## config.mk

```make
export PLATFORM = sky130hd
export DESIGN_NAME = gsb_controller
export DESIGN_NICKNAME = d
export VERILOG_FILES = /design/src/rtl/gsb_pkg.sv /design/src/rtl/gsb_controller.sv
export SDC_FILE = /design/constraint.sdc
export NUM_CORES = 1
export LEC_CHECK = 0
export BUFFER_PORTS_ARGS = -buffer_cell sky130_fd_sc_hd__buf_4
export CAP_MARGIN = 20
export CELL_PAD_IN_SITES_DETAIL_PLACEMENT = 1
export CELL_PAD_IN_SITES_GLOBAL_PLACEMENT = 1
export CORE_MARGIN = 5
export CORE_UTILIZATION = 30
export CTS_BUF_LIST = sky130_fd_sc_hd__clkbuf_4
export CTS_CLUSTER_SIZE = 24
export DETAILED_ROUTE_END_ITERATION = 6
export PLACE_DENSITY = 0.85
export SLEW_MARGIN = 20
export SYNTH_ARGS = -nofsm -noshare
export SYNTH_HDL_FRONTEND = slang
export SYNTH_SLANG_ARGS = --single-unit
```

## constraint.sdc

```tcl
create_clock -name clock -period 1.9 [get_ports clock]
set_input_delay 0.38 -clock clock [delete_from_list [all_inputs] [get_ports clock]]
set_output_delay 0.38 -clock clock [all_outputs]
set_load 0.05 [all_outputs]
```

## src/rtl/gsb_pkg.sv

```systemverilog
package gsb_pkg;

   localparam int NODE_DEPTH_DEF = 64;

   localparam int VALUE_W = 32;
   localparam int INDEX_W = 6;
   localparam int SWEEP_W = 16;
   localparam int STEP_W = 24;
   localparam int TOL_W = 62;
   localparam int PROD_W = 66;
   localparam int CSR_IDX_W = 3;
   localparam int CSR_DATA_W = 62;

   localparam logic signed [VALUE_W-1:0] Q24_ONE = 32'sh0100_0000;

   localparam logic [INDEX_W-1:0] RST_NODE_COUNT = 6'd63;
   localparam logic [STEP_W-1:0] RST_STEP_SIZE = 24'd266305;
   localparam logic [STEP_W-1:0] RST_INV_DIAGONAL = 24'd8388608;
   localparam logic [TOL_W-1:0] RST_TOLERANCE_SQ = '0;
   localparam logic [SWEEP_W-1:0] RST_MAX_ITERATIONS = 16'd1000;

   typedef enum logic [CSR_IDX_W-1:0] {
      CSR_NODE_COUNT,
      CSR_STEP_SIZE,
      CSR_INV_DIAGONAL,
      CSR_TOLERANCE_SQ,
      CSR_MAX_ITERATIONS
   } gsb_csr_index_type;

   typedef struct packed {
      logic [INDEX_W-1:0] node_count;
      logic [STEP_W-1:0] step_size;
      logic [STEP_W-1:0] inv_diagonal;
      logic [TOL_W-1:0] tolerance_sq;
      logic [SWEEP_W-1:0] max_iterations;
   } gsb_cfg_type;

   typedef struct packed {
      logic start;
      logic init_mul;
      logic init_wr;
      logic load_rd;
      logic load_win;
      logic upd_rd;
      logic upd_mul;
      logic upd_rnd;
      logic last_wr;
      logic iter_inc;
      logic finish_conv;
      logic out_start;
      logic out_rd;
      logic out_next;
   } gsb_cmd_type;

   typedef struct packed {
      logic idx_eq_m;
      logic idx_eq_m1;
      logic tol_met;
      logic cap_next;
   } gsb_status_type;

   typedef enum logic [3:0] {
      ST_IDLE,
      ST_INIT_MUL,
      ST_INIT_WR,
      ST_LOAD0,
      ST_LOAD1,
      ST_READ,
      ST_MUL,
      ST_RND,
      ST_LAST,
      ST_DRAIN1,
      ST_DRAIN2,
      ST_CHECK,
      ST_OUT_READ,
      ST_OUT_SHOW
   } gsb_state_type;

   // Round a Q.48 product to Q8.24, ties toward plus infinity, then saturate.
   function automatic logic signed [VALUE_W-1:0] q24_round(input logic signed [PROD_W-1:0] x);
      logic signed [PROD_W-1:0] y;
      logic signed [PROD_W-25:0] r;
      y = x + 66'sd8388608;
      r = y[PROD_W-1:24];
      if (r > 42'sd2147483647) begin
         return 32'sh7FFF_FFFF;
      end else if (r < -(42'sd2147483648)) begin
         return 32'sh8000_0000;
      end else begin
         return r[VALUE_W-1:0];
      end
   endfunction

endpackage

```

## src/rtl/gsb_controller.sv

```systemverilog
module gsb_controller (
   input  logic                        clock,
   input  logic                        reset,
   input  logic                        req_tvalid,
   output logic                        req_tready,
   output logic                        rsp_tvalid,
   input  logic                        rsp_tready,
   input  gsb_pkg::gsb_status_type     status,
   output gsb_pkg::gsb_cmd_type        cmd
);
   import gsb_pkg::*;

   gsb_state_type state_ff, state_in;

   always_comb begin
      state_in = state_ff;
      case (state_ff)
         ST_IDLE: begin
            if (req_tvalid) begin
               state_in = ST_INIT_MUL;
            end
         end
         ST_INIT_MUL: state_in = ST_INIT_WR;
         ST_INIT_WR: begin
            state_in = status.idx_eq_m ? ST_LOAD0 : ST_INIT_MUL;
         end
         ST_LOAD0: state_in = ST_LOAD1;
         ST_LOAD1: state_in = ST_READ;
         ST_READ: state_in = ST_MUL;
         ST_MUL: state_in = ST_RND;
         ST_RND: begin
            state_in = status.idx_eq_m1 ? ST_LAST : ST_READ;
         end
         ST_LAST: state_in = ST_DRAIN1;
         ST_DRAIN1: state_in = ST_DRAIN2;
         ST_DRAIN2: state_in = ST_CHECK;
         ST_CHECK: begin
            if (status.tol_met || status.cap_next) begin
               state_in = ST_OUT_READ;
            end else begin
               state_in = ST_LOAD0;
            end
         end
         ST_OUT_READ: state_in = ST_OUT_SHOW;
         ST_OUT_SHOW: begin
            if (rsp_tready) begin
               state_in = status.idx_eq_m ? ST_IDLE : ST_OUT_READ;
            end
         end
         default: state_in = ST_IDLE;
      endcase
   end

   always_comb begin
      cmd = '0;
      req_tready = 1'b0;
      rsp_tvalid = 1'b0;
      case (state_ff)
         ST_IDLE: begin
            req_tready = 1'b1;
            cmd.start = req_tvalid;
         end
         ST_INIT_MUL: cmd.init_mul = 1'b1;
         ST_INIT_WR: cmd.init_wr = 1'b1;
         ST_LOAD0: cmd.load_rd = 1'b1;
         ST_LOAD1: cmd.load_win = 1'b1;
         ST_READ: cmd.upd_rd = 1'b1;
         ST_MUL: cmd.upd_mul = 1'b1;
         ST_RND: cmd.upd_rnd = 1'b1;
         ST_LAST: cmd.last_wr = 1'b1;
         ST_CHECK: begin
            if (status.tol_met) begin
               cmd.finish_conv = 1'b1;
               cmd.out_start = 1'b1;
            end else begin
               cmd.iter_inc = 1'b1;
               cmd.out_start = status.cap_next;
            end
         end
         ST_OUT_READ: cmd.out_rd = 1'b1;
         ST_OUT_SHOW: begin
            rsp_tvalid = 1'b1;
            cmd.out_next = rsp_tready;
         end
         default: cmd = '0;
      endcase
   end

   always_ff @(posedge clock) begin
      if (reset) begin
         state_ff <= ST_IDLE;
      end else begin
         state_ff <= state_in;
      end
   end

   // A new boundary value is never taken while results are still going out.
   assert property (@(posedge clock) disable iff (reset)
      rsp_tvalid |-> !req_tready)
      else $error("input ready while a result beat is pending");

   // Once a solve starts, the input side stays closed on the next cycle.
   assert property (@(posedge clock) disable iff (reset)
      (req_tvalid && req_tready) |=> !req_tready)
      else $error("input reopened right after a start");

   // Setup and sweep never contend for the shared multiplier or index counter.
   assert property (@(posedge clock) disable iff (reset)
      $onehot0({cmd.init_mul, cmd.upd_mul, cmd.init_wr, cmd.upd_rnd, cmd.out_next}))
      else $error("conflicting datapath commands");

endmodule

```

# [Word-level counts from Yosys, hierarchy flattened]
# Index checks and enable logic that the tools add are counted.
[classes] n_eq_ne=15 n_mux=24 reduce_logical=3
[ops] operator="4-bit one-hot mux with 14 select lines" count=1
[ops] operator="4-bit == test, second input constant" count=6
[ops] operator="4-bit two-way mux" count=5
[ops] operator="4-bit by 3-bit == test with 1-bit output, second input constant" count=4
[ops] operator="1-bit two-way mux" count=16
[ops] operator="4-bit by 2-bit == test with 1-bit output, second input constant" count=2
[ops] operator="4-bit by 1-bit == test with 1-bit output, second input constant" count=1
[ops] operator="4-bit zero test" count=1
[ops] operator="2-bit != test, second input constant" count=2
[ops] operator="3-bit two-way mux" count=1
[ops] operator="2-bit two-way mux" count=1
[ops] operator="2-bit AND reduction" count=1
[ops] operator="1-bit logical OR" count=1
[totals] register_bits=4 input_bits=8 out_inout_bits=16 word_cells=43

# [Longest topological paths before layout]
[logic_depth] depth_word=3 mapped_depth=5 depth_no_buf=4

# [Least setup slack after synthesis]
# OpenSTA, ideal clock, no wires.
[synth_path] path_kind="register -> output" startpoint="reg state_ff[2]" endpoint="out cmd[13] (netlist name)" t_arrival_ns=1.920 required_time_ns=1.520 path_slack_ns=-0.400 stages_incl_launch_ff=3 path_buffers=0 path_cell_list="dfxtp_1 > nor4_2 > and2_1"
[synth_lines] element="start, declared" line="gsb_controller.sv:13" source="gsb_state_type state_ff, state_in;"
[synth_lines] element="start signal, assigned" line="gsb_controller.sv:93" source="state_ff <= state_in;"
[synth_lines] element="end, declared" line="gsb_controller.sv:9" source="output gsb_pkg::gsb_cmd_type cmd"

==> flow_summary.ini <==
[synthesis]
yosys.area.top_type = dfxtp_1
synth.area.top_cells = dfxtp_1 (18%), nor2_1 (8.4%), nor3_1 (7.8%)
ys_dominant_reg_cell = dfxtp_1
netlist_area_um2 = 449
synthDominantCellAreaShare = 0.178
avgSynthCellArea_um2 = 7.49
synth-compound-area-share = 0.223
yosys_warnings = 0
yosys.area_share.simple = 0.490
synthAdderAreaFrac = 0
synth.most_common_cell = nor2_1
seq_area_frac_synth = 0.178
synth_common_cells = nor2_1 (10), nor3_1 (7), dfxtp_1 (4)
postSynthRegisterBits = 4
synth.area.mux_share = 0
synth_top_family_by_area = simple AND/OR/NAND/NOR gates
async_reset_ff_frac = 0
synthCells = 60
synth_cell_types = 31
synth_enable_flop_cells = 0
syn_nets = 68
synth_xor_area_frac = 0

[critical_path]
worst_setup_path_start_kind = register
crit_path_end_kind = primary output
r2r-start = state_ff[3]
path_class = reg2out
crit_start = state_ff[0]
regToRegSetupSlack_ns = 0.57
required_ns = 1.52
critPathBufInv = 1
crit_path_cell_trace = or2b_1 -> nor2_4 -> and2_2 -> buf_4
cpPeakStageDelay_ns = 0.43
cp_max_fo = 8
cp_slowest_cell = dfxtp_2
arrival_ns = 1.43
crit_family = simple AND/OR/NAND/NOR gates

[clock_network]
cts_tree = done
cts_max_level = 1
cts_made_buffers = 3
cts-root-buf = clkbuf_4
cts_hold_buf = 0
insertion_delay_ns = 0.23
path_clk_slew_ns = 0.04
cts.sinks = 4
cts_buffer_depth = 2

[detailed_routing]
ant_nets = 0
drt-pass1-iter-count = 4
wl_um = 1450
route.detailed.drc = 0
routedWlPerCell_um = 14.4
avgViaCountPerCell = 5.29
vias = 534
drtIter0Drc = 9

[power]
swShare = 0.400
seqPwrFrac = 0.289
ir_drop_mv = 0.351
p_int_mw = 0.221
switchingPower_mw = 0.147
pwr-share-comb = 0.426
clkPwrFrac = 0.285
p_leak_nw = 0.333
power.density_nw_per_um2 = 527

[floorplanning]
die_w_um = 48.7
start_util = 0.309
die-area_um2 = 2370
design.core.area_um2 = 1450
ios = 24
rows = 14
die_h_um = 48.7

[global_routing]
grt_max_degree = 13
grt_pass1_wl_um = 2530
grt_pass1_vias = 537
antenna_found_initial = 0
grt.total_usage = 0.127
overflow = 0

[cells_and_area]
syn_to_final_growth_pct = 55.2
largest_register_ffs = 4
largest_register = state_ff
final_cells = 101
post_route_cells_drive_above_1_share = 0.565
seqCellArea_um2 = 83.8
reg.largest.list = state_ff: 4 flops
fin_area_um2 = 697
nets = 95
fillers = 195
diodes = 0
multi_input_area_um2 = 368

[timing]
skew_ns = 0.00198
worst_slew_pin_slew_ns = 0.296
setup_viol = 0
period_minus_slack_ns = 1.81
final-hold-violation-count = 0
slew_headroom = 0.802
slew_violations = 0
post-route-period-util = 0.953
hold_ws_ns = 0.333
fmax_mhz = 552
rsz0062_at_grt = false

[place]
place_hpwl_um = 1180
numPortBuffers = 23
gp_congestion = 0.758
postPlaceCellArea_um2 = 671
dpl.cell_count = 98

[min_path]
hp-start = reset
hold_class = in2reg

[outcome]
status = completed

[run]
max-cap-violations = 0
==> kinds of logic after synthesis <==
kind of cell / Yosys count
and+or+nand+nor: 39
AOI/OAI and AO/OA: 11
buffers and inverters: 6
DFF: 4
==> layout make-up <==
type / count / share of cell area
Tap cell: 16 / 0.0287
Inverter: 2 / 0.0108
Timing Repair Buffer: 26 / 0.280
Clock buffer: 3 / 0.0323
Sequential cell: 4 / 0.120
Multi-Input combinational cell: 50 / 0.528
==> layout by cell type, fill, tap and decap left out, drive strengths merged, types with 2 or more instances in the layout <==
master,count
a21oi,2
and2,2
buf,26
clkbuf,3
dfxtp,4
inv,2
nand2,5
nand2b,2
nor2,11
nor2b,2
nor3,8
nor4,2
or2b,2
==> per-layer routing <==
layer | track usage | routed length (um) | up-vias
met5 | 0 | 0 | -
met4 | 0.0269 | 20 | 0
met1 | 0.172 | 638 | 247
met2 | 0.191 | 687 | 21
met3 | 0.0491 | 105 | 2
li1 | - | - | 264
==> worst paths after layout <==
check,to,cells past startpoint
worst max-delay path,cmd[0],4
worst min-delay path,state_ff[0],2
worst max register to register,state_ff[3],4
worst min register to register,state_ff[1],2
==> worst register-to-register path: cells and delay by family, from the launching register on <==
kind / cells / cell delay (ns)
DFF: 1 / 0.49
and+or+nand+nor: 2 / 0.34
AOI/OAI and AO/OA: 2 / 0.37
==> metrics by stage <==
step                      power, mW   util  setup WS [ns]  TNS (ns)
after floorplan               0.216      -        -0.0507   -0.0507
after global placement        0.260  0.461          0.207         0
after detailed placement      0.263  0.461          0.171         0
after CTS                     0.373  0.478         0.0381         0
after global routing          0.392  0.479         0.0110         0
final                         0.367  0.479         0.0894         0
==> power by group through the flow <==
| stage | Combinational (mW) | Clock (mW) | Sequential (mW) |
|---|---|---|---|
| floorplan | 0.116 | 0 | 0.100 |
| global route | 0.168 | 0.117 | 0.108 |
| finish | 0.156 | 0.105 | 0.106 |
| detailed placement | 0.157 | 0 | 0.106 |
| CTS | 0.158 | 0.109 | 0.105 |
| global placement | 0.154 | 0 | 0.106 |
==> what timing repair did <==
| item | in CTS | in global routing |
|---|---|---|
| setup endpoints to repair | 5 | 6 |
| endpoints found under the hold margin | 0 | 0 |
| gates resized for setup | 2 | 1 |
| setup buffers | 0 | 0 |
Power figures use the tool's default switching activity.
