## config.mk

```make
export PLATFORM = sky130hd
export DESIGN_NAME = gsb_csr_regs
export DESIGN_NICKNAME = d
export VERILOG_FILES = /design/src/rtl/gsb_pkg.sv /design/src/rtl/gsb_csr_regs.sv
export SDC_FILE = /design/constraint.sdc
export NUM_CORES = 1
export LEC_CHECK = 0
export BUFFER_PORTS_ARGS = -buffer_cell sky130_fd_sc_hd__buf_2
export CAP_MARGIN = 20
export CORE_MARGIN = 8
export CORE_UTILIZATION = 46
export CTS_BUF_LIST = sky130_fd_sc_hd__clkbuf_4 sky130_fd_sc_hd__clkbuf_8
export DETAILED_ROUTE_END_ITERATION = 8
export GPL_TIMING_DRIVEN = 1
export PLACE_DENSITY = 0.78
export SETUP_SLACK_MARGIN = 0.3
export SLEW_MARGIN = 20
export SYNTH_ARGS = -nofsm -noshare
export SYNTH_HDL_FRONTEND = slang
export SYNTH_SLANG_ARGS = --single-unit
export TNS_END_PERCENT = 1
```

## constraint.sdc

```tcl
create_clock -name clock -period 1.15 [get_ports clock]
set_input_delay 0.23 -clock clock [delete_from_list [all_inputs] [get_ports clock]]
set_output_delay 0.23 -clock clock [all_outputs]
set_load 0.01 [all_outputs]
```

## src/rtl/gsb_pkg.sv

```systemverilog
package gsb_pkg;

   localparam int NODE_DEPTH_DEF = 64;

   localparam int VALUE_W = 32;
   localparam int INDEX_W = 6;
   localparam int SWEEP_W = 16;
   localparam int STEP_W = 24;
   localparam int TOL_W = 62;
   localparam int PROD_W = 66;
   localparam int CSR_IDX_W = 3;
   localparam int CSR_DATA_W = 62;

   localparam logic signed [VALUE_W-1:0] Q24_ONE = 32'sh0100_0000;

   localparam logic [INDEX_W-1:0] RST_NODE_COUNT = 6'd63;
   localparam logic [STEP_W-1:0] RST_STEP_SIZE = 24'd266305;
   localparam logic [STEP_W-1:0] RST_INV_DIAGONAL = 24'd8388608;
   localparam logic [TOL_W-1:0] RST_TOLERANCE_SQ = '0;
   localparam logic [SWEEP_W-1:0] RST_MAX_ITERATIONS = 16'd1000;

   typedef enum logic [CSR_IDX_W-1:0] {
      CSR_NODE_COUNT,
      CSR_STEP_SIZE,
      CSR_INV_DIAGONAL,
      CSR_TOLERANCE_SQ,
      CSR_MAX_ITERATIONS
   } gsb_csr_index_type;

   typedef struct packed {
      logic [INDEX_W-1:0] node_count;
      logic [STEP_W-1:0] step_size;
      logic [STEP_W-1:0] inv_diagonal;
      logic [TOL_W-1:0] tolerance_sq;
      logic [SWEEP_W-1:0] max_iterations;
   } gsb_cfg_type;

   typedef struct packed {
      logic start;
      logic init_mul;
      logic init_wr;
      logic load_rd;
      logic load_win;
      logic upd_rd;
      logic upd_mul;
      logic upd_rnd;
      logic last_wr;
      logic iter_inc;
      logic finish_conv;
      logic out_start;
      logic out_rd;
      logic out_next;
   } gsb_cmd_type;

   typedef struct packed {
      logic idx_eq_m;
      logic idx_eq_m1;
      logic tol_met;
      logic cap_next;
   } gsb_status_type;

   typedef enum logic [3:0] {
      ST_IDLE,
      ST_INIT_MUL,
      ST_INIT_WR,
      ST_LOAD0,
      ST_LOAD1,
      ST_READ,
      ST_MUL,
      ST_RND,
      ST_LAST,
      ST_DRAIN1,
      ST_DRAIN2,
      ST_CHECK,
      ST_OUT_READ,
      ST_OUT_SHOW
   } gsb_state_type;

   // Round a Q.48 product to Q8.24, ties toward plus infinity, then saturate.
   function automatic logic signed [VALUE_W-1:0] q24_round(input logic signed [PROD_W-1:0] x);
      logic signed [PROD_W-1:0] y;
      logic signed [PROD_W-25:0] r;
      y = x + 66'sd8388608;
      r = y[PROD_W-1:24];
      if (r > 42'sd2147483647) begin
         return 32'sh7FFF_FFFF;
      end else if (r < -(42'sd2147483648)) begin
         return 32'sh8000_0000;
      end else begin
         return r[VALUE_W-1:0];
      end
   endfunction

endpackage

```

## src/rtl/gsb_csr_regs.sv

```systemverilog
module gsb_csr_regs (
   input  logic                                clock,
   input  logic                                reset,
   input  logic                                csr_valid,
   output logic                                csr_ready,
   input  logic [gsb_pkg::CSR_IDX_W-1:0]       csr_index,
   input  logic [gsb_pkg::CSR_DATA_W-1:0]      csr_data,
   output gsb_pkg::gsb_cfg_type                cfg
);
   import gsb_pkg::*;

   gsb_cfg_type cfg_ff;
   gsb_cfg_type cfg_in;

   assign csr_ready = 1'b1;
   assign cfg = cfg_ff;

   always_comb begin
      cfg_in = cfg_ff;
      if (csr_valid) begin
         case (csr_index)
            CSR_NODE_COUNT:     cfg_in.node_count = csr_data[INDEX_W-1:0];
            CSR_STEP_SIZE:      cfg_in.step_size = csr_data[STEP_W-1:0];
            CSR_INV_DIAGONAL:   cfg_in.inv_diagonal = csr_data[STEP_W-1:0];
            CSR_TOLERANCE_SQ:   cfg_in.tolerance_sq = csr_data[TOL_W-1:0];
            CSR_MAX_ITERATIONS: cfg_in.max_iterations = csr_data[SWEEP_W-1:0];
            default:            cfg_in = cfg_ff;
         endcase
      end
   end

   always_ff @(posedge clock) begin
      if (reset) begin
         cfg_ff.node_count <= RST_NODE_COUNT;
         cfg_ff.step_size <= RST_STEP_SIZE;
         cfg_ff.inv_diagonal <= RST_INV_DIAGONAL;
         cfg_ff.tolerance_sq <= RST_TOLERANCE_SQ;
         cfg_ff.max_iterations <= RST_MAX_ITERATIONS;
      end else begin
         cfg_ff <= cfg_in;
      end
   end

endmodule

```

After elaboration in Yosys (flattened, before gate mapping)
Cells that the tools add are included.

Shift operators: 0. Equality and inequality tests: 4. $add $sub $neg: 0. Multipliers: 0. Muxes and demuxes: 0. Divide/modulo/power cells: 0. Magnitude comparators: 0. Bitwise gates (word level): 0. Reduce and logical (&&, ||, !) cells: 6.

Operators by type and width (count): 2-bit AND reduction (5); 3-bit by 2-bit == test with 1-bit output (second input constant) (2); 3-bit by 1-bit == test with 1-bit output (second input constant) (1); 3-bit == test (second input constant) (1); 3-bit zero test (1).

RAM bits: 0. Output and inout port bits: 133. Bits in latches: 0. Flip-flop bits (word level): 132. ROM bits: 0. Memories: 0.

Depth between registers and ports, before layout
Gate-level depths: netlist (run 1).

Depth after elaboration: 2. Mapped depth: 6.

Worst setup path before layout (run 1)
Ideal clock, no wire load.

Path type: input to register. Start: input csr_index[1] in the netlist's numbering. End: register cfg_ff, in the netlist cfg[67]. Library setup time: 72 ps. Path buffers: 4. Data required time: 1078 ps. Cell stages on the path: 6. Setup slack: -96 ps. Arrival: 1174 ps. Path through: clkbuf_2 and4b_1 clkbuf_2 buf_6 buf_6 mux2i_1.

Longest elaborated chain between the ends: 2.

Ends and longest elaborated chain: start, declared (RTL line gsb_csr_regs.sv:6) `input logic [gsb_pkg::CSR_IDX_W-1:0] csr_index,`; 3-bit by 2-bit == test with 1-bit output (RTL line gsb_csr_regs.sv:21) `case (csr_index)`; 2-bit AND reduction (no line); end signal, assigned (RTL line gsb_csr_regs.sv:40) `cfg_ff <= cfg_in;`; end, declared (RTL line gsb_csr_regs.sv:12) `gsb_cfg_type cfg_ff;`.

No other way between the ends. A chain may end at the register's enable or synchronous reset.

Worst setup path in the final report (run 1)
Start: register cfg_ff, in the netlist cfg[128]. End: output cfg[128] in the netlist's numbering.

RTL lines: end, declared (RTL line gsb_csr_regs.sv:8) `output gsb_pkg::gsb_cfg_type cfg`.

No word-level cell between the ends.

==> results.py, run 1 <==
metrics = {
    "placed_design": {
        "gp_congestion": 0.743,
        "dpl_worst_slack_ns": -0.152,
        "dp.cells": 844,
        "io_buffers": 199,
        "dp_hpwl_um": 10400,
    },
    "synth": {
        "synth_mux_area_frac": 0.240,
        "synth_warnings": 0,
        "yosys.area_share.adder": 0,
        "synth_area_leaders": "dfxtp_1, mux2i_1, nand2b_1",
        "synth_top_area_share": 0.480,
        "synth_top_family_by_area": "simple AND/OR/NAND/NOR gates",
        "synth.avg_cell_area_um2": 10.6,
        "synth_cells": 521,
        "ys_types": 16,
        "yosysTopAreaCell": "dfxtp_1",
        "synth_compound_area_frac": 0,
        "synth-simple-area-share": 0.240,
        "async_reset_ff_frac": 0,
        "syn_area_um2": 5510,
        "ys_seq_area_frac": 0.480,
        "synth_ff_type": "dfxtp_1",
        "synth_common_cells": "nand2b_1, dfxtp_1, mux2i_1",
        "post-synth-top-count-cell": "nand2b_1",
        "synthesis.nets": 589,
        "ys_ff_latch": 132,
        "synth_edf_count": 0,
        "synthXorXnorAreaFrac": 0,
    },
    "pwr": {
        "p_per_area_nw_per_um2": 1170,
        "internal_power_mw": 7.31,
        "p_switching_mw": 2.19,
        "leakagePower_nw": 3.61,
        "p_comb_frac": 0.101,
        "seqPwrFrac": 0.502,
        "pwr-share-clk": 0.397,
        "peakVddDrop_mv": 0.856,
        "swShare": 0.230,
    },
    "route": {
        "drc": 0,
        "vias_per_cell": 4.91,
        "wirelength_um": 15400,
        "dr.pass1.iters": 4,
        "routedWlPerCell_um": 17.7,
        "drt_iter0_drc": 182,
        "ant_nets": 0,
        "met2WireLength_um": 7720,
        "via_count": 4291,
        "route.met3.wl_um": 1460,
        "highest_layer": "met4",
        "wl_met1_um": 6040,
    },
    "critical_path": {
        "worstPathCellList": "buf_6",
        "startpoint_type": "flop",
        "critPathKind": "flop to output port",
        "cp.arrival_ns": 0.90,
        "r2r-start": "cfg[7]$_SDFFE_PP1P_",
        "cp_slowest_cell": "dfxtp_2",
        "worstPathBufferInverterCount": 1,
        "worstPathMaxFanout": 2,
        "worstPathRequired_ns": 0.92,
        "cp-startpoint": "cfg[128]$_SDFFE_PP1P_",
        "cp-end-kind": "output port",
        "cp_top_family": "flip-flops",
        "slowest_delay_ns": 0.36,
    },
    "final_layout": {
        "area_growth_pct": 47.0,
        "layout.cells.non_filler": 874,
        "layout-drive-gt1-share": 0.525,
        "fin_nets": 784,
        "num-fill-cells": 829,
        "fin_util": 0.683,
        "largest_reg_flops": 132,
        "antenna-diode-count": 0,
    },
    "cts": {
        "tritoncts.num_buffers": 17,
        "clockBufferDepth": 2,
        "cts_tree": "built",
        "clock_latency_ns": 0.43,
        "cts_root_buf": "clkbuf_8",
        "cts_sinks": 132,
        "path_clk_slew_ns": 0.07,
        "h-tree-depth": 4,
        "postCtsHoldBufs": 0,
    },
    "global_routing": {
        "grt_max_degree": 59,
        "grt_pass1_wl_um": 24700,
        "grt.total_usage": 0.197,
        "grt-ovfl-total": 0,
        "grt_pass1_vias": 4732,
        "antenna_found_initial": 0,
    },
    "sta": {
        "final-max-slew-violation-count": 0,
        "timing.final.ws_setup_ns": 0.0176,
        "layout_min_cycle_time_ns": 1.13,
        "setup_viol": 0,
        "hold_viol_final": 0,
        "skew_ns": 0,
        "grt_setup_unrepaired": "yes",
        "fmax_mhz": 883,
        "finalCritPeriodShare": 0.985,
    },
    "die": {
        "core_um2": 11900,
        "dieWidth_um": 125,
        "design.die.area_um2": 15700,
        "ios": 201,
        "initial_core_util": 0.464,
        "rows": 40,
        "die_h_um": 125,
    },
    "min_path": {
        "hold_class": "input port to flop",
        "hold_start": "csr_data[25]",
    },
    "run": {
        "max_cap_violations": 0,
    },
    "outcome": {
        "status": "complete, no violations",
    },
}
## power groups by stage
stage | clock [mW] | combinational, mW | sequential (mW)
finish | 3.77 | 0.961 | 4.77
global route | 4.07 | 1.03 | 4.78
CTS | 3.89 | 0.953 | 4.77
detailed placement | 0 | 0.840 | 4.83
global placement | 0 | 0.816 | 4.82
floorplan | 0 | 0.447 | 4.87
## cell type report
class / count / area [um2] / area share
Tap cell: 147 / 184 / 0.0227
Sequential cell: 132 / 2810 / 0.347
Clock buffer: 21 / 283 / 0.0349
Timing Repair Buffer: 217 / 2070 / 0.256
Clock inverter: 9 / 105 / 0.0130
Multi-Input combinational cell: 348 / 2650 / 0.327
## per-stage QoR
| stage | hold WS, ns | power (mW) | area [um2] | TNS [ns] |
|---|---|---|---|---|
| floorplan | 0.385 | 5.32 | 5540 | -0.396 |
| global placement | 0.454 | 5.64 | 6710 | -3.03 |
| detailed placement | 0.458 | 5.67 | 6710 | -6.42 |
| CTS | 0.0122 | 9.61 | 8090 | -0.0111 |
| global route | 0.0200 | 9.88 | 8100 | -0.760 |
| finish | 0.0471 | 9.50 | 8100 | 0 |
## logic make-up after synthesis
kind of cell	after synthesis
other cells	1
mux	132
buf+inv	41
simple gates	215
flops	132
## worst paths after layout
path,cells after the start,to,slack (ns)
max,1,cfg[128],0.02
max reg2reg,2,cfg[7]$_SDFFE_PP1P_,0.46
min reg2reg,2,cfg[42]$_SDFFE_PP0P_,0.48
min,3,cfg[41]$_SDFFE_PP0P_,0.05
## routing by layer
layer	up-vias	track usage
met3	23	0.0948
met2	158	0.343
met4	0	0.0781
met5	-	0
met1	2023	0.199
li1	2087	-
## placed cells by master (no fill, tap or decap)
cell | netlist | layout
and4b_2 | 0 | 1
and4bb_1 | 1 | 1
and4bb_2 | 1 | 1
buf_12 | 0 | 8
buf_2 | 9 | 63
buf_4 | 8 | 13
buf_6 | 3 | 133
bufinv_16 | 0 | 2
clkbuf_4 | 0 | 1
clkbuf_8 | 0 | 20
clkinv_2 | 0 | 3
clkinvlp_4 | 0 | 4
conb_1 | 1 | 1
dfxtp_2 | 0 | 132
mux2i_1 | 132 | 132
nand2b_1 | 177 | 177
nand4b_1 | 1 | 1
nand4bb_1 | 3 | 3
nor2_1 | 30 | 30
nor4b_4 | 1 | 1
## what timing repair did
action | in CTS | in global routing
endpoints found under the hold margin | 0 | 0
gates resized for setup | 265 | 6
pin swaps | 0 | 1
buffers inserted | 0 | 0
setup endpoints to repair | 132 | 157
Note: power is estimated with default switching activity, not from simulation.
==> inputs of run 2 (changes only) <==
- CORE_UTILIZATION: 46 -> 51
- PLACE_DENSITY: 0.78 -> 0.82
- clock period: 1.15 -> 1.18 ns (I/O delays scaled with it)
==> run 2 against run 1 <==
Compared with the run above: final cell count is 0.11% higher; critical endpoint is now cfg[123]; largest cell class unchanged; sequential cell count stayed put; clock skew stayed put; design area is 7.3% lower; register-to-register slack better by 0.02 ns; critical path type unchanged; routed wire length is 5.3% lower; first-iteration DRC count is 6.6% higher; die area is 8.6% lower; sequential share of layout area is 2.4 points higher; via count is 0.70% lower; power is 0.84% higher; non-clock buffer count is 6 higher.
==> results.py, run 2 (synthesis gave the netlist of run 1 again) <==
metrics = {
    "outcome": {
        "status": "complete, no violations",
    },
    "sta": {
        "finalCritPeriodShare": 0.969,
        "whs_ns": 0.0687,
        "setup_viol": 0,
        "layout_min_cycle_time_ns": 1.14,
        "skew_ns": 0,
        "timing.final.ws_setup_ns": 0.0365,
        "final-max-slew-violation-count": 0,
        "hold_viol_final": 0,
        "grt_setup_unrepaired": "yes",
        "fmax_mhz": 875,
    },
    "placed_design": {
        "dp_hpwl_um": 10400,
        "gp_congestion": 0.774,
        "io_buffers": 199,
        "dpl_worst_slack_ns": -0.117,
    },
    "global_routing": {
        "grt_pass1_wl_um": 23000,
        "grt_pass1_vias": 4592,
        "grt-ovfl-total": 0,
        "grt_max_degree": 67,
        "grt.total_usage": 0.196,
        "antenna_found_initial": 0,
    },
    "critical_path": {
        "cp-end-kind": "output port",
        "critPathKind": "flop to output port",
        "r2r-start": "cfg[16]$_SDFFE_PP0P_",
        "worstPathCellList": "buf_2",
        "worstPathRequired_ns": 0.94,
        "cp-startpoint": "cfg[123]$_SDFFE_PP0P_",
        "worstPathMaxFanout": 2,
        "slowest_delay_ns": 0.35,
        "r2r_cells": 3,
        "cp.arrival_ns": 0.91,
        "startpoint_type": "flop",
        "timing.rr.end": "cfg[16]$_SDFFE_PP0P_",
        "reg2reg_slack_ns": 0.48,
        "worstPathBufferInverterCount": 1,
        "cp_top_family": "flip-flops",
        "cp_slowest_cell": "dfxtp_2",
    },
    "die": {
        "die_h_um": 120,
        "design.die.area_um2": 14400,
        "initial_core_util": 0.515,
        "rows": 38,
        "core_um2": 10700,
        "ios": 201,
        "dieWidth_um": 120,
    },
    "pwr": {
        "leakagePower_nw": 3.55,
        "p_per_area_nw_per_um2": 1280,
        "peakVddDrop_mv": 0.966,
    },
    "final_layout": {
        "area_growth_pct": 36.2,
        "layout-drive-gt1-share": 0.501,
        "final_common_cell": "nand2b_1",
        "largest_reg_flops": 132,
        "final_cell_mix": "nand2b_1, buf_2, mux2i_1",
        "fin_nets": 790,
        "antenna-diode-count": 0,
    },
    "cts": {
        "clockBufferDepth": 2,
        "cts_tree": "built",
        "tritoncts.num_buffers": 17,
        "h-tree-depth": 4,
        "postCtsHoldBufs": 0,
        "cts_root_buf": "clkbuf_8",
        "path_clk_slew_ns": 0.08,
        "cts_sinks": 132,
        "clock_latency_ns": 0.42,
    },
    "route": {
        "drt_iter0_drc": 194,
        "ant_nets": 0,
        "routedWlPerCell_um": 16.7,
        "vias_per_cell": 4.87,
        "via_count": 4261,
        "drc": 0,
        "wirelength_um": 14600,
        "dr.pass1.iters": 4,
    },
    "min_path": {
        "hold_start": "csr_data[24]",
        "hold_class": "input port to flop",
        "holdPathStages": 3,
        "min_to": "cfg[40]$_SDFFE_PP0P_",
    },
    "run": {
        "max_cap_violations": 0,
    },
}
run 2: how the worst max path moves through the flow:
stage / end / cells after the start
6_report: cfg[123] / 1
5_1_grt: cfg[123] / 1
4_1_cts: cfg[126] / 1
3_5_place_dp: cfg[64]$_SDFFE_PP0P_ / 4
3_3_place_gp: cfg[116]$_SDFFE_PP0P_ / 4
2_1_floorplan: cfg[67]$_SDFFE_PP0P_ / 6
run 2: area by class of cell:
| class | instances | area, um2 |
|---|---|---|
| timing repair buffer | 223 | 1470 |
| multi-input combinational | 348 | 2650 |
| fill | 810 | 3190 |
| clock inverter | 8 | 123 |
| tap | 140 | 175 |
| clock buffer | 24 | 312 |
| sequential | 132 | 2780 |
run 2: power breakdown:
part	total, mW	internal (mW)	switching [mW]
registers	4.62	4.57	0.0582
logic	0.853	0.449	0.404
clock network	4.10	2.38	1.72
total	9.58	7.40	2.18
run 2: timing repair:
action | in CTS | in global routing
gates resized for setup | 112 | 31
setup endpoints to repair | 132 | 137
buffers inserted | 1 | 2
run 2: stage by stage:
stage          power (mW)  TNS [ns]  instance area (um2)   util  cells
2_1_floorplan        5.18         0                 5540      -    521
3_5_place_dp         5.53     -5.53                 6730  0.629    840
5_1_grt              9.96   -0.0167                 7510  0.702    875
6_report             9.58         0                 7510  0.702    875
3_3_place_gp         5.51     -2.03                 6730  0.629    840
4_1_cts              9.62         0                 7420  0.693    873
run 2: metal layers:
layer / up-vias / part of all wire / track usage
li1: 2103 / - / -
met1: 1975 / 0.42 / 0.223
met2: 165 / 0.47 / 0.322
met3: 18 / 0.090 / 0.0855
met4: 0 / 0.016 / 0.0695
met5: - / 0 / 0
==> inputs of run 3 (changes only) <==
- CELL_PAD_IN_SITES_DETAIL_PLACEMENT: default -> 0
- CELL_PAD_IN_SITES_GLOBAL_PLACEMENT: default -> 1
- CORE_UTILIZATION: 51 -> 38
- PLACE_DENSITY: 0.82 -> default
- PLACE_DENSITY_LB_ADDON: default -> 0.1
==> run 3 against run 2 <==
Compared with the run above: core utilization decreased by 13 points; via count decreased by 1.5%; sequential cell count unchanged; largest cell class unchanged.
==> results.py, run 3 (synthesis gave the netlist of run 1 again) <==
metrics = {
    "cts": {
        "path_clk_slew_ns": 0.07,
        "clock_latency_ns": 0.43,
        "clockBufferDepth": 2,
        "h-tree-depth": 4,
        "cts_root_buf": "clkbuf_8",
        "tritoncts.num_buffers": 17,
        "cts_tree": "built",
        "cts_sinks": 132,
    },
    "final_layout": {
        "final_cell_mix": "nand2b_1, mux2i_1, dfxtp_2, buf_6, buf_2",
        "num-fill-cells": 1274,
        "antenna-diode-count": 0,
        "fin_nets": 788,
        "multiInputGateArea_um2": 2650,
        "final_area_um2": 8180,
        "register_area_um2": 2810,
        "final_common_cell": "nand2b_1",
        "area_growth_pct": 48.4,
        "layout-drive-gt1-share": 0.529,
        "largest_reg_flops": 132,
    },
    "route": {
        "wirelength_um": 15000,
        "routedWlPerCell_um": 16.4,
        "drt_iter0_drc": 170,
        "dr.pass1.iters": 4,
        "ant_nets": 0,
        "via_count": 4196,
        "drc": 0,
        "vias_per_cell": 4.58,
    },
    "critical_path": {
        "slowest_delay_ns": 0.35,
        "r2r-start": "cfg[21]$_SDFFE_PP0P_",
        "cp_top_family": "flip-flops",
        "cp.arrival_ns": 0.89,
        "worstPathBufferInverterCount": 1,
        "r2r_cells": 3,
        "worstPathMaxFanout": 2,
        "worstPathCellList": "buf_6",
        "cp-startpoint": "cfg[109]$_SDFFE_PP0P_",
        "startpoint_type": "flop",
        "reg2reg_slack_ns": 0.48,
        "critPathKind": "flop to output port",
        "cp_slowest_cell": "dfxtp_2",
        "cp-end-kind": "output port",
        "timing.rr.end": "cfg[21]$_SDFFE_PP0P_",
        "worstPathRequired_ns": 0.94,
    },
    "placed_design": {
        "gp_congestion": 0.731,
        "io_buffers": 199,
        "place_area_um2": 6770,
        "dp_hpwl_um": 10700,
    },
    "sta": {
        "fmax_mhz": 888,
        "skew_ns": 0,
        "hold_viol_final": 0,
        "layout_min_cycle_time_ns": 1.13,
        "grt_setup_unrepaired": "yes",
        "setup_viol": 0,
        "fin_setup_tns_ns": 0,
        "finalCritPeriodShare": 0.954,
        "final-max-slew-violation-count": 0,
    },
    "die": {
        "design.die.area_um2": 18600,
        "die_h_um": 136,
        "core_um2": 14400,
        "dieWidth_um": 136,
        "ios": 201,
        "initial_core_util": 0.383,
        "rows": 44,
    },
    "pwr": {
        "p_per_area_nw_per_um2": 1120,
        "peakVddDrop_mv": 0.672,
        "leakagePower_nw": 3.64,
    },
    "global_routing": {
        "grt_pass1_wl_um": 23300,
        "antenna_found_initial": 1,
        "grt_max_degree": 77,
        "grt_pass1_vias": 4486,
        "grt-ovfl-total": 0,
        "grt.total_usage": 0.160,
    },
    "min_path": {
        "min_to": "cfg[77]$_SDFFE_PP0P_",
        "hold_class": "input port to flop",
        "holdPathStages": 3,
        "hold_start": "csr_data[61]",
    },
    "run": {
        "max_cap_violations": 0,
    },
    "outcome": {
        "status": "complete, no violations",
    },
}
## run 3: changes by cell type in the layout (fill, tap and decap cells not counted), moves of 3 or more
| cell | before | now |
|---|---|---|
| buf_6 | 26 | 132 |
| buf_2 | 166 | 66 |
| dfxtp_1 | 22 | 0 |
| dfxtp_2 | 110 | 132 |
| buf_4 | 22 | 13 |
| clkinv_2 | 2 | 5 |
## run 3: worst max path at each step
stage | to | slack [ns] | depth (start not counted)
2_1_floorplan | cfg[67]$_SDFFE_PP0P_ | 0.003 | 6
3_3_place_gp | cfg[79]$_SDFFE_PP0P_ | -0.08 | 4
3_5_place_dp | cfg[60]$_SDFFE_PP0P_ | -0.1 | 4
4_1_cts | cfg[4] | 0.02 | 1
5_1_grt | cfg[120] | -0.0006 | 1
6_report | cfg[109] | 0.05 | 1
## run 3: layout make-up
type	instances	share of cell area
multi-input cells	348	0.324
repair buffers	221	0.259
flip-flops and latches	132	0.343
clock buffers	22	0.0363
well taps	184	0.0282
clock inverters	9	0.00964
## run 3: per-stage QoR
stage / cells / worst slack, ns / hold slack [ns] / total power [mW] / utilization
after CTS: 913 / 0.0172 / 0.0220 / 9.22 / 0.535
after global routing: 916 / -0.000557 / 0.0326 / 9.58 / 0.569
after floorplan: 521 / 0.00321 / 0.391 / 5.18 / -
final: 916 / 0.0542 / 0.0514 / 9.16 / 0.569
after global placement: 880 / -0.0820 / 0.454 / 5.51 / 0.471
after detailed placement: 880 / -0.0961 / 0.458 / 5.53 / 0.471
## run 3: report_power, final
part	switching (mW)	internal [mW]
clock network	1.70	1.88
logic	0.402	0.524
registers	0.0749	4.57
total	2.18	6.98
## run 3: routing by layer
layer | share of wire | GRT usage
met1 | 0.42 | 0.185
met2 | 0.47 | 0.255
met3 | 0.096 | 0.0728
met4 | 0.013 | 0.0567
met5 | 0.00066 | 0
## run 3: what timing repair did
item                                   in CTS  in global routing
buffers inserted                            2                  3
hold buffers                                0                  0
pin swaps                                   0                  0
endpoints found under the hold margin       0                  0
resized for setup                         187                 91
setup endpoints to repair                 132                132
## run 3: worst reg2reg max path, stage by stage, from the launching register on
cell and delay [ns]:
dfxtp_2 0.34, buf_4 0.10, nand2b_1 0.05, mux2i_1 0.13
